## src/rtl/wfht_pkg.sv

```systemverilog
// ----------------------------------------------------------------------------
// wfht_pkg
// Shared types, codes and constants of the window frame hit test unit.
// ----------------------------------------------------------------------------
package wfht_pkg;

   localparam int MAX_BUTTONS_DEFAULT = 8;

   // Geometry datapath width: holds pointer minus frame width plus the
   // largest button offset without overflow.
   localparam int GEO_W = 18;
   // Button offset from the frame's right edge (border + padding + buttons).
   localparam int OFF_W = 14;
   // Signed width of the button row top and bottom.
   localparam int ROW_W = 11;
   localparam int IDX_W = 4;
   localparam int CSR_INDEX_W = 3;
   localparam int CSR_DATA_W = 8;

   // Part codes
   localparam logic [3:0] PART_CLIENT = 4'd0;
   localparam logic [3:0] PART_TITLE  = 4'd1;
   localparam logic [3:0] PART_BUTTON = 4'd2;
   localparam logic [3:0] PART_TOP    = 4'd3;
   localparam logic [3:0] PART_BOTTOM = 4'd4;
   localparam logic [3:0] PART_LEFT   = 4'd5;
   localparam logic [3:0] PART_RIGHT  = 4'd6;
   localparam logic [3:0] PART_TL     = 4'd7;
   localparam logic [3:0] PART_TR     = 4'd8;
   localparam logic [3:0] PART_BL     = 4'd9;
   localparam logic [3:0] PART_BR     = 4'd10;

   // Resize edge mask bits
   localparam logic [3:0] EDGE_NONE   = 4'b0000;
   localparam logic [3:0] EDGE_TOP    = 4'b0001;
   localparam logic [3:0] EDGE_BOTTOM = 4'b0010;
   localparam logic [3:0] EDGE_LEFT   = 4'b0100;
   localparam logic [3:0] EDGE_RIGHT  = 4'b1000;

   localparam logic signed [IDX_W-1:0] NO_BUTTON = -4'sd1;

   // Register indexes
   localparam logic [CSR_INDEX_W-1:0] CSR_BORDER_SIZE     = 3'd0;
   localparam logic [CSR_INDEX_W-1:0] CSR_TITLEBAR_HEIGHT = 3'd1;
   localparam logic [CSR_INDEX_W-1:0] CSR_CORNER_SIZE     = 3'd2;
   localparam logic [CSR_INDEX_W-1:0] CSR_BUTTON_SIZE     = 3'd3;
   localparam logic [CSR_INDEX_W-1:0] CSR_BUTTON_GAP      = 3'd4;
   localparam logic [CSR_INDEX_W-1:0] CSR_TITLE_PADDING   = 3'd5;
   localparam logic [CSR_INDEX_W-1:0] CSR_BUTTON_COUNT    = 3'd6;

   // Register reset values
   localparam logic [7:0] RST_BORDER_SIZE     = 8'd1;
   localparam logic [7:0] RST_TITLEBAR_HEIGHT = 8'd20;
   localparam logic [7:0] RST_CORNER_SIZE     = 8'd16;
   localparam logic [7:0] RST_BUTTON_SIZE     = 8'd16;
   localparam logic [7:0] RST_BUTTON_GAP      = 8'd2;
   localparam logic [7:0] RST_TITLE_PADDING   = 8'd4;
   localparam logic [3:0] RST_BUTTON_COUNT    = 4'd0;

   typedef struct packed {
      logic signed [15:0] point_x;
      logic signed [15:0] point_y;
      logic [14:0]        outer_width;
      logic [14:0]        outer_height;
   } req_payload_type;

   typedef struct packed {
      logic [3:0]              part_code;
      logic signed [IDX_W-1:0] button_index;
      logic [3:0]              resize_edges;
   } rsp_payload_type;

   // Frame geometry handed from the register block to the classifier
   typedef struct packed {
      logic [7:0]              border_size;
      logic [7:0]              titlebar_height;
      logic [7:0]              corner_size;
      logic [7:0]              button_size;
      logic signed [ROW_W-1:0] row_top;
      logic signed [ROW_W-1:0] row_bottom;
   } geom_type;

   function automatic logic [3:0] edges_of_part(input logic [3:0] part);
      logic [3:0] edges;
      case (part)
         PART_TOP:    edges = EDGE_TOP;
         PART_BOTTOM: edges = EDGE_BOTTOM;
         PART_LEFT:   edges = EDGE_LEFT;
         PART_RIGHT:  edges = EDGE_RIGHT;
         PART_TL:     edges = EDGE_TOP | EDGE_LEFT;
         PART_TR:     edges = EDGE_TOP | EDGE_RIGHT;
         PART_BL:     edges = EDGE_BOTTOM | EDGE_LEFT;
         PART_BR:     edges = EDGE_BOTTOM | EDGE_RIGHT;
         default:     edges = EDGE_NONE;
      endcase
      return edges;
   endfunction

endpackage

```

## src/rtl/wfht_csr.sv

```systemverilog
// ----------------------------------------------------------------------------
// wfht_csr
// Configuration registers and the button geometry derived from them.
// ----------------------------------------------------------------------------
module wfht_csr
   import wfht_pkg::*;
#(
   parameter int MAX_BUTTONS = MAX_BUTTONS_DEFAULT
) (
   input  logic                   clock,
   input  logic                   reset,
   input  logic                   csr_valid,
   input  logic [CSR_INDEX_W-1:0] csr_index,
   input  logic [CSR_DATA_W-1:0]  csr_data,
   output geom_type               geom,
   output logic [OFF_W-1:0]       lane_off [MAX_BUTTONS],
   output logic [MAX_BUTTONS-1:0] lane_en,
   output logic                   settle
);

   logic [7:0] border_ff, title_ff, corner_ff, bsize_ff, gap_ff, pad_ff;
   logic [3:0] count_ff;
   logic       settle_ff;

   // first derived stage
   logic [8:0]              step_ff, step_in;
   logic [9:0]              base_ff, base_in;
   logic [3:0]              n_ff, n_in;
   logic signed [ROW_W-1:0] row_top_ff, row_top_in;
   logic signed [ROW_W-1:0] row_bot_ff, row_bot_in;
   logic signed [8:0]       diff_s;
   logic signed [8:0]       half_s;

   // second derived stage, one entry per button lane
   logic [OFF_W-1:0]       lane_off_ff [MAX_BUTTONS];
   logic [MAX_BUTTONS-1:0] lane_en_ff;

   always_ff @(posedge clock) begin
      if (reset) begin
         border_ff <= RST_BORDER_SIZE;
         title_ff  <= RST_TITLEBAR_HEIGHT;
         corner_ff <= RST_CORNER_SIZE;
         bsize_ff  <= RST_BUTTON_SIZE;
         gap_ff    <= RST_BUTTON_GAP;
         pad_ff    <= RST_TITLE_PADDING;
         count_ff  <= RST_BUTTON_COUNT;
         settle_ff <= 1'b1;
      end else begin
         settle_ff <= csr_valid;
         if (csr_valid) begin
            case (csr_index)
               CSR_BORDER_SIZE:     border_ff <= csr_data;
               CSR_TITLEBAR_HEIGHT: title_ff  <= csr_data;
               CSR_CORNER_SIZE:     corner_ff <= csr_data;
               CSR_BUTTON_SIZE:     bsize_ff  <= csr_data;
               CSR_BUTTON_GAP:      gap_ff    <= csr_data;
               CSR_TITLE_PADDING:   pad_ff    <= csr_data;
               CSR_BUTTON_COUNT:    count_ff  <= csr_data[3:0];
               default: ;
            endcase
         end
      end
   end

   // Row offset (t - bs) / 2, rounded toward zero
   always_comb begin
      diff_s = $signed({1'b0, title_ff}) - $signed({1'b0, bsize_ff});
      half_s = (diff_s + $signed({8'd0, diff_s[8]})) >>> 1;
      step_in    = 9'(bsize_ff) + 9'(gap_ff);
      base_in    = 10'(border_ff) + 10'(pad_ff) + 10'(bsize_ff);
      n_in       = (int'(count_ff) > MAX_BUTTONS) ? 4'(MAX_BUTTONS) : count_ff;
      row_top_in = $signed({3'd0, border_ff}) + ROW_W'(half_s);
      row_bot_in = row_top_in + $signed({3'd0, bsize_ff});
   end

   always_ff @(posedge clock) begin
      step_ff    <= step_in;
      base_ff    <= base_in;
      n_ff       <= n_in;
      row_top_ff <= row_top_in;
      row_bot_ff <= row_bot_in;
   end

   // Lane i starts (base + (n-1-i)*step) pixels left of the frame's right edge
   for (genvar i = 0; i < MAX_BUTTONS; i++) begin : g_lane
      logic [3:0]       rank;
      logic [OFF_W-1:0] lane_off_in;
      assign rank        = n_ff - 4'd1 - 4'(i);
      assign lane_off_in = OFF_W'(base_ff) + OFF_W'(rank) * OFF_W'(step_ff);

      always_ff @(posedge clock) begin
         lane_off_ff[i] <= lane_off_in;
         lane_en_ff[i]  <= (i < int'(n_ff));
      end

      assign lane_off[i] = lane_off_ff[i];
   end

   assign lane_en = lane_en_ff;
   assign settle  = settle_ff;

   assign geom.border_size     = border_ff;
   assign geom.titlebar_height = title_ff;
   assign geom.corner_size     = corner_ff;
   assign geom.button_size     = bsize_ff;
   assign geom.row_top         = row_top_ff;
   assign geom.row_bottom      = row_bot_ff;

endmodule

```

## src/rtl/wfht_classify.sv

```systemverilog
// ----------------------------------------------------------------------------
// wfht_classify
// Priority classification of one pointer position against the frame.
// ----------------------------------------------------------------------------
module wfht_classify
   import wfht_pkg::*;
#(
   parameter int MAX_BUTTONS = MAX_BUTTONS_DEFAULT
) (
   input  req_payload_type        req,
   input  geom_type               geom,
   input  logic [OFF_W-1:0]       lane_off [MAX_BUTTONS],
   input  logic [MAX_BUTTONS-1:0] lane_en,
   output rsp_payload_type        rsp
);

   logic signed [GEO_W-1:0] px, py, w, h, b, c, t, bs, rel;
   logic signed [GEO_W-1:0] row_top, row_bot;
   logic                    near_l, near_r, near_t, near_b;
   logic                    title_on, in_title, in_row;
   logic [MAX_BUTTONS-1:0]  hit;
   logic                    btn_found;
   logic [IDX_W-1:0]        btn_idx;
   logic [3:0]              part;
   logic signed [IDX_W-1:0] idx;

   always_comb begin
      px      = GEO_W'(req.point_x);
      py      = GEO_W'(req.point_y);
      w       = GEO_W'(req.outer_width);
      h       = GEO_W'(req.outer_height);
      b       = GEO_W'(geom.border_size);
      c       = GEO_W'(geom.corner_size);
      t       = GEO_W'(geom.titlebar_height);
      bs      = GEO_W'(geom.button_size);
      row_top = GEO_W'(geom.row_top);
      row_bot = GEO_W'(geom.row_bottom);
      rel     = px - w;

      near_l = px < c;
      near_r = px >= w - c;
      near_t = py < c;
      near_b = py >= h - c;

      title_on = geom.titlebar_height != 8'd0;
      in_title = (px >= b) && (px < w - b) && (py >= b) && (py < b + t);
      in_row   = (py >= row_top) && (py < row_bot);
   end

   for (genvar i = 0; i < MAX_BUTTONS; i++) begin : g_hit
      logic signed [GEO_W-1:0] pos;
      assign pos    = rel + GEO_W'(lane_off[i]);
      assign hit[i] = lane_en[i] && in_row && (pos >= 0) && (pos < bs);
   end

   // leftmost hit wins where buttons overlap
   always_comb begin
      btn_found = 1'b0;
      btn_idx   = '0;
      for (int i = 0; i < MAX_BUTTONS; i++) begin
         if (hit[i] && !btn_found) begin
            btn_found = 1'b1;
            btn_idx   = IDX_W'(i);
         end
      end
   end

   always_comb begin
      part = PART_CLIENT;
      idx  = NO_BUTTON;
      if (near_t && near_l) begin
         part = PART_TL;
      end else if (near_t && near_r) begin
         part = PART_TR;
      end else if (near_b && near_l) begin
         part = PART_BL;
      end else if (near_b && near_r) begin
         part = PART_BR;
      end else if (title_on && btn_found) begin
         part = PART_BUTTON;
         idx  = $signed(btn_idx);
      end else if (title_on && in_title) begin
         part = PART_TITLE;
      end else if (py < b) begin
         part = PART_TOP;
      end else if (py >= h - b) begin
         part = PART_BOTTOM;
      end else if (px < b) begin
         part = PART_LEFT;
      end else if (px >= w - b) begin
         part = PART_RIGHT;
      end
   end

   assign rsp.part_code    = part;
   assign rsp.button_index = idx;
   assign rsp.resize_edges = edges_of_part(part);

endmodule

```

## src/rtl/window_frame_hit_test_unit.sv

```systemverilog
// ----------------------------------------------------------------------------
// window_frame_hit_test_unit
// Classifies a pointer position into one part of a decorated window frame.
// ----------------------------------------------------------------------------
// One point per cycle unless a write, reset or rsp_stall holds req off: a req
// beat is captured in an input register, classified by one pass of compare
// logic (all button lanes side by side) and registered in the rsp register.
// The rate is set by that single registered pass; a stalled rsp beat holds
// while one more req beat waits in the input register. A write holds req off
// in its cycle and the cycle after it (reset too) while the per-button offsets
// are recomputed in a two-stage pipe inside the register block. csr_ready is
// always high; writes to an index past the last register are dropped.
// ----------------------------------------------------------------------------
module window_frame_hit_test_unit
   import wfht_pkg::*;
#(
   parameter int MAX_BUTTONS = MAX_BUTTONS_DEFAULT
) (
   input  logic                   clock,
   input  logic                   reset,
   // pointer beats in
   input  logic                   req_valid,
   output logic                   req_stall,
   input  req_payload_type        req_payload,
   // classification beats out
   output logic                   rsp_valid,
   input  logic                   rsp_stall,
   output rsp_payload_type        rsp_payload,
   // register writes
   input  logic                   csr_valid,
   output logic                   csr_ready,
   input  logic [CSR_INDEX_W-1:0] csr_index,
   input  logic [CSR_DATA_W-1:0]  csr_data
);

   geom_type               geom;
   logic [OFF_W-1:0]       lane_off [MAX_BUTTONS];
   logic [MAX_BUTTONS-1:0] lane_en;
   logic                   settle;

   logic            s1_valid_ff, s1_valid_in;
   req_payload_type s1_req_ff;
   logic            rsp_valid_ff, rsp_valid_in;
   rsp_payload_type rsp_payload_ff;
   rsp_payload_type cls_rsp;

   logic out_load;   // rsp register free to take a new beat
   logic s1_take;    // input register moves into rsp register
   logic req_take;   // req beat accepted this cycle

   wfht_csr #(
      .MAX_BUTTONS (MAX_BUTTONS)
   ) u_csr (
      .clock     (clock),
      .reset     (reset),
      .csr_valid (csr_valid),
      .csr_index (csr_index),
      .csr_data  (csr_data),
      .geom      (geom),
      .lane_off  (lane_off),
      .lane_en   (lane_en),
      .settle    (settle)
   );

   wfht_classify #(
      .MAX_BUTTONS (MAX_BUTTONS)
   ) u_classify (
      .req      (s1_req_ff),
      .geom     (geom),
      .lane_off (lane_off),
      .lane_en  (lane_en),
      .rsp      (cls_rsp)
   );

   // Two-deep pipe; each register advances when the one after it frees up.
   assign out_load  = !rsp_valid_ff || !rsp_stall;
   assign s1_take   = s1_valid_ff && out_load;
   // hold off req during reset, on a write, while derived geometry settles and while the pipe is full
   assign req_stall = reset || csr_valid || settle || (s1_valid_ff && !out_load);
   assign req_take  = req_valid && !req_stall;

   assign s1_valid_in  = req_take || (s1_valid_ff && !out_load);
   assign rsp_valid_in = out_load ? s1_valid_ff : 1'b1;

   always_ff @(posedge clock) begin
      if (reset) begin
         s1_valid_ff  <= 1'b0;
         rsp_valid_ff <= 1'b0;
      end else begin
         s1_valid_ff  <= s1_valid_in;
         rsp_valid_ff <= rsp_valid_in;
      end
      if (req_take) begin
         s1_req_ff <= req_payload;
      end
      if (s1_take) begin
         rsp_payload_ff <= cls_rsp;
      end
   end

   assign rsp_valid   = rsp_valid_ff;
   assign rsp_payload = rsp_payload_ff;
   assign csr_ready   = 1'b1;

endmodule

```

## config.mk

```make
export PLATFORM = sky130hd
export DESIGN_NAME = window_frame_hit_test_unit
export DESIGN_NICKNAME = d
export VERILOG_FILES = /design/src/rtl/wfht_pkg.sv /design/src/rtl/wfht_csr.sv /design/src/rtl/wfht_classify.sv /design/src/rtl/window_frame_hit_test_unit.sv
export SDC_FILE = /design/constraint.sdc
export NUM_CORES = 2
export LEC_CHECK = 0
export BUFFER_PORTS_ARGS = -buffer_cell sky130_fd_sc_hd__buf_2
export CAP_MARGIN = 25
export CORE_MARGIN = 10
export CORE_UTILIZATION = 50
export CTS_BUF_LIST = sky130_fd_sc_hd__clkbuf_4
export DETAILED_ROUTE_END_ITERATION = 12
export PLACE_DENSITY = 0.63
export RECOVER_POWER = 100
export SETUP_SLACK_MARGIN = 0.15
export SLEW_MARGIN = 30
export SYNTH_ARGS = -nofsm -noshare
export SYNTH_HDL_FRONTEND = slang
export SYNTH_SLANG_ARGS = --single-unit
```

## constraint.sdc

```tcl
create_clock -name clock -period 10.9 [get_ports clock]
set_input_delay 1.635 -clock clock [delete_from_list [all_inputs] [get_ports clock]]
set_output_delay 1.635 -clock clock [all_outputs]
set_load 0.05 [all_outputs]
```

==> results.toml <==
[run_status]
status = "finished, violations left"
violations = "capacitance limit, slew limit"

[timing]
setup_slack_ns = 2.44
finalHoldViolations = 0
finalMaxSlewViolations = 145
rsz0062_at_grt = "false"
setup_violations = 0
worst_slew_pin_slew_ns = 3.54
max_freq_mhz = 118
skew_ns = 0.0715
setup_tns_ns = 0
hold_slack_ns = 0.450
min_period_ns = 8.46
fin_crit_sh = 0.776
slew_headroom = -1.36

[cts]
path_clk_slew_ns = 0.07
postCtsSetupBuffers = 0
h-tree-depth = 3
clkLatencyLatePin_ns = 0.86
cts_sinks = 283
cts_root_buf = "clkbuf_4"
clock_path_buffers = 3
cts_resized = 0
ctsHoldBuffers = 0
cts_tree = "yes"
numCtsBuffers = 81

[min_path]
hp-class = "flop to flop"

[cells_and_area]
final_common_cell = "ha_1"
fill_cells = 5981
final_cell_mix = "ha_1 (573), inv_1 (374), nand2_1 (313)"
final_area_um2 = 34000
nets = 4498
drive_gt1_frac = 0.0659
area_delta_synth_final_pct = 7.71

[global_routing]
track_usage = 0.242
use_met2 = 0.357
use_met1 = 0.342
antenna_found_initial = 4
grt_pass1_wl_mm = 140
use_met3 = 0.0587
grt_max_degree = 64
grt_pass1_vias = 24500
overflow = 0
top_usage_layer = "met2"

[worst_setup_path]
critPathMaxStageDelay_ns = 1.34
worstPathArrival_ns = 9.01
slowest_stage = "xor2_1"
crit_buf_inv = 1
ff2ff_path_depth = 20
crit_required_ns = 11.44
end_kind = "flop"
reg2reg_to = "rsp_payload[0]$_DFFE_PP_"
reg2reg_from = "s1_req_ff[18]$_DFFE_PP_"
path_depth = 20
crit_chain = "inv_1, ha_1, o211ai_1, a21oi_1, nor2b_1, o21ai_0, xor2_1, ha_1, o221ai_1, nor2_1, o41ai_1, a211oi_1, o311ai_0, o2111ai_1, a2111oi_0, nor2_1, a211oi_1, a311oi_1, ha_1, mux2_2"
critical_path.max_fanout = 8
critical_path_class = "flop to flop"
startpoint = "s1_req_ff[18]$_DFFE_PP_"
regToRegSetupSlack_ns = 2.44
crit_end = "rsp_payload[0]$_DFFE_PP_"
crit_family = "compound AO/OA/AOI/OAI gates"
critPathLaunchType = "flop"
crit_top_cell = "ha_1"

[yosys]
yosysSeqAreaShare = 0.203
synth_seq_cells = 283
avgSynthCellArea_um2 = 9.00
synth-edff-count = 74
synthesis.area_um2 = 31600
yosys_warnings = 0
syn-num-nets = 4359
syn_inst = 3508
synthFlopType = "dfxtp_1"
async_flop_share = 0
ys_types = 90

[drt]
drt_iter0_drc = 1654
route.vias.total = 25200
drt_first_pass_iters = 5
wl_mm = 89.8
via_per_inst = 5.53
drc_errors = 0
routedWlPerCell_um = 19.7
ant_nets = 0

[placed_design]
placement.cell_area_um2 = 33100
post-dp-hpwl_mm = 72.0
place_congestion = 0.919
pre_cts_ws_ns = 3.59
portBuffers = 91

[power]
p_leak_nw = 16.3
ir_drop_v = 0.0000797
power_mw = 4.92
p_per_area_nw_per_um2 = 145

[floorplan]
fp.dieW_um = 271
die_y_um = 271
core_um2 = 62900
rows = 92
start_util = 0.502
pin_count = 93
die_area_um2 = 73600

[run]
drv_cap = 5
kinds of logic (layout without fill, tap and decap cells):
| family | count (synthesis) | in the layout | share of synthesized area |
|---|---|---|---|
| and+or+nand+nor | 868 | 868 | 0.137 |
| AOI/OAI and AO/OA | 864 | 864 | 0.175 |
| adders and majority gates | 773 | 773 | 0.354 |
| buffers and inverters | 432 | 629 | 0.0515 |
| DFF | 283 | 283 | 0.203 |
| xor gates and xnor gates | 273 | 273 | 0.0757 |
| muxes | 14 | 14 | 0.00460 |
| other | 1 | 4 | 0.000119 |
worst min-delay path by stage:
| stage | to | slack [ns] | from | cells past startpoint |
|---|---|---|---|---|
| after CTS | u_csr.corner_ff[3]$_SDFFE_PP0P_ | 0.46 | u_csr.corner_ff[3]$_SDFFE_PP0P_ | 2 |
| after floorplan | u_csr.lane_en[7]$_DFF_P_ | 0.33 | u_csr.n_ff[3]$_SDFF_PN1_ | 0 |
| after detailed placement | u_csr.corner_ff[3]$_SDFFE_PP0P_ | 0.45 | u_csr.corner_ff[3]$_SDFFE_PP0P_ | 2 |
| after global placement | u_csr.corner_ff[1]$_SDFFE_PP0P_ | 0.44 | u_csr.corner_ff[1]$_SDFFE_PP0P_ | 2 |
| final | u_csr.n_ff[3]$_SDFF_PN1_ | 0.45 | u_csr.count_ff[3]$_SDFFE_PP0P_ | 0 |
| after global routing | u_csr.n_ff[3]$_SDFF_PN1_ | 0.46 | u_csr.count_ff[3]$_SDFFE_PP0P_ | 0 |
worst reg2reg max path: cells and delay by family, from the launching register on:
family / cells / cell delay [ns]
muxes: 1 / 0.25
and+or+nand+nor: 3 / 0.37
DFF: 1 / 0.46
buffers and inverters: 1 / 0.08
xor gates and xnor gates: 1 / 1.34
adders and majority gates: 3 / 1.13
AOI/OAI and AO/OA: 11 / 4.54
through the flow:
stage,cells,util
after detailed placement,4410,0.526
after CTS,4551,0.542
after global placement,4410,0.526
final,4554,0.541
after global routing,4554,0.541
after floorplan,3508,-
routing by layer:
metal | vias up | routed length (um)
met3 | 136 | 6790
met4 | 0 | 2570
met2 | 677 | 37900
met5 | - | 0
li1 | 12600 | -
met1 | 11800 | 42500
synth_stat cells, types with 14 or more instances:
cell	count	area [um2]
o21a_1	49	368
a31oi_1	16	100
fa_1	200	4000
nand3_1	44	220
nand2_1	313	1170
a21o_1	92	691
nor2_1	137	514
ha_1	573	7170
nor3_1	36	180
xnor2_1	215	1880
o211ai_1	19	143
o21ai_0	149	746
inv_1	374	1400
nand2b_1	81	507
a21oi_1	305	1530
xor2_1	58	508
edfxtp_1	74	2220
nand4_1	27	169
and2_1	46	288
nor2b_1	85	532
o21bai_1	80	601
clkbuf_1	51	191
dfxtp_1	209	4180
a211oi_1	22	165
nor4_1	15	93.8
and3_1	14	87.6
sequential cells by signal (all words and copies together), names as in the netlist, 9 cells and up:
name               cells
u_csr.lane_off_ff    102
s1_req_ff             62
rsp_payload           12
u_csr.row_bot_ff      11
u_csr.base_ff         10
u_csr.row_top_ff      10
u_csr.step_ff          9
where the power goes:
part | internal (mW) | switching, mW | total [mW] | leakage (nW)
clock network | 0.509 | 0.511 | 1.02 | 0.596
logic | 1.10 | 1.46 | 2.56 | 13.3
registers | 1.24 | 0.111 | 1.35 | 2.37
layout make-up:
| class | count | area, um2 | area share |
|---|---|---|---|
| sequential | 283 | 6410 | 0.188 |
| clock buffer | 106 | 796 | 0.0234 |
| antenna | 3 | 7.51 | 0.000221 |
| timing repair buffer | 112 | 561 | 0.0165 |
| tap | 846 | 1060 | 0.0311 |
| clock inverter | 35 | 225 | 0.00662 |
| multi-input combinational | 2793 | 23500 | 0.692 |
| inverter | 376 | 1410 | 0.0415 |
Note: power is estimated with default switching activity, not from simulation.
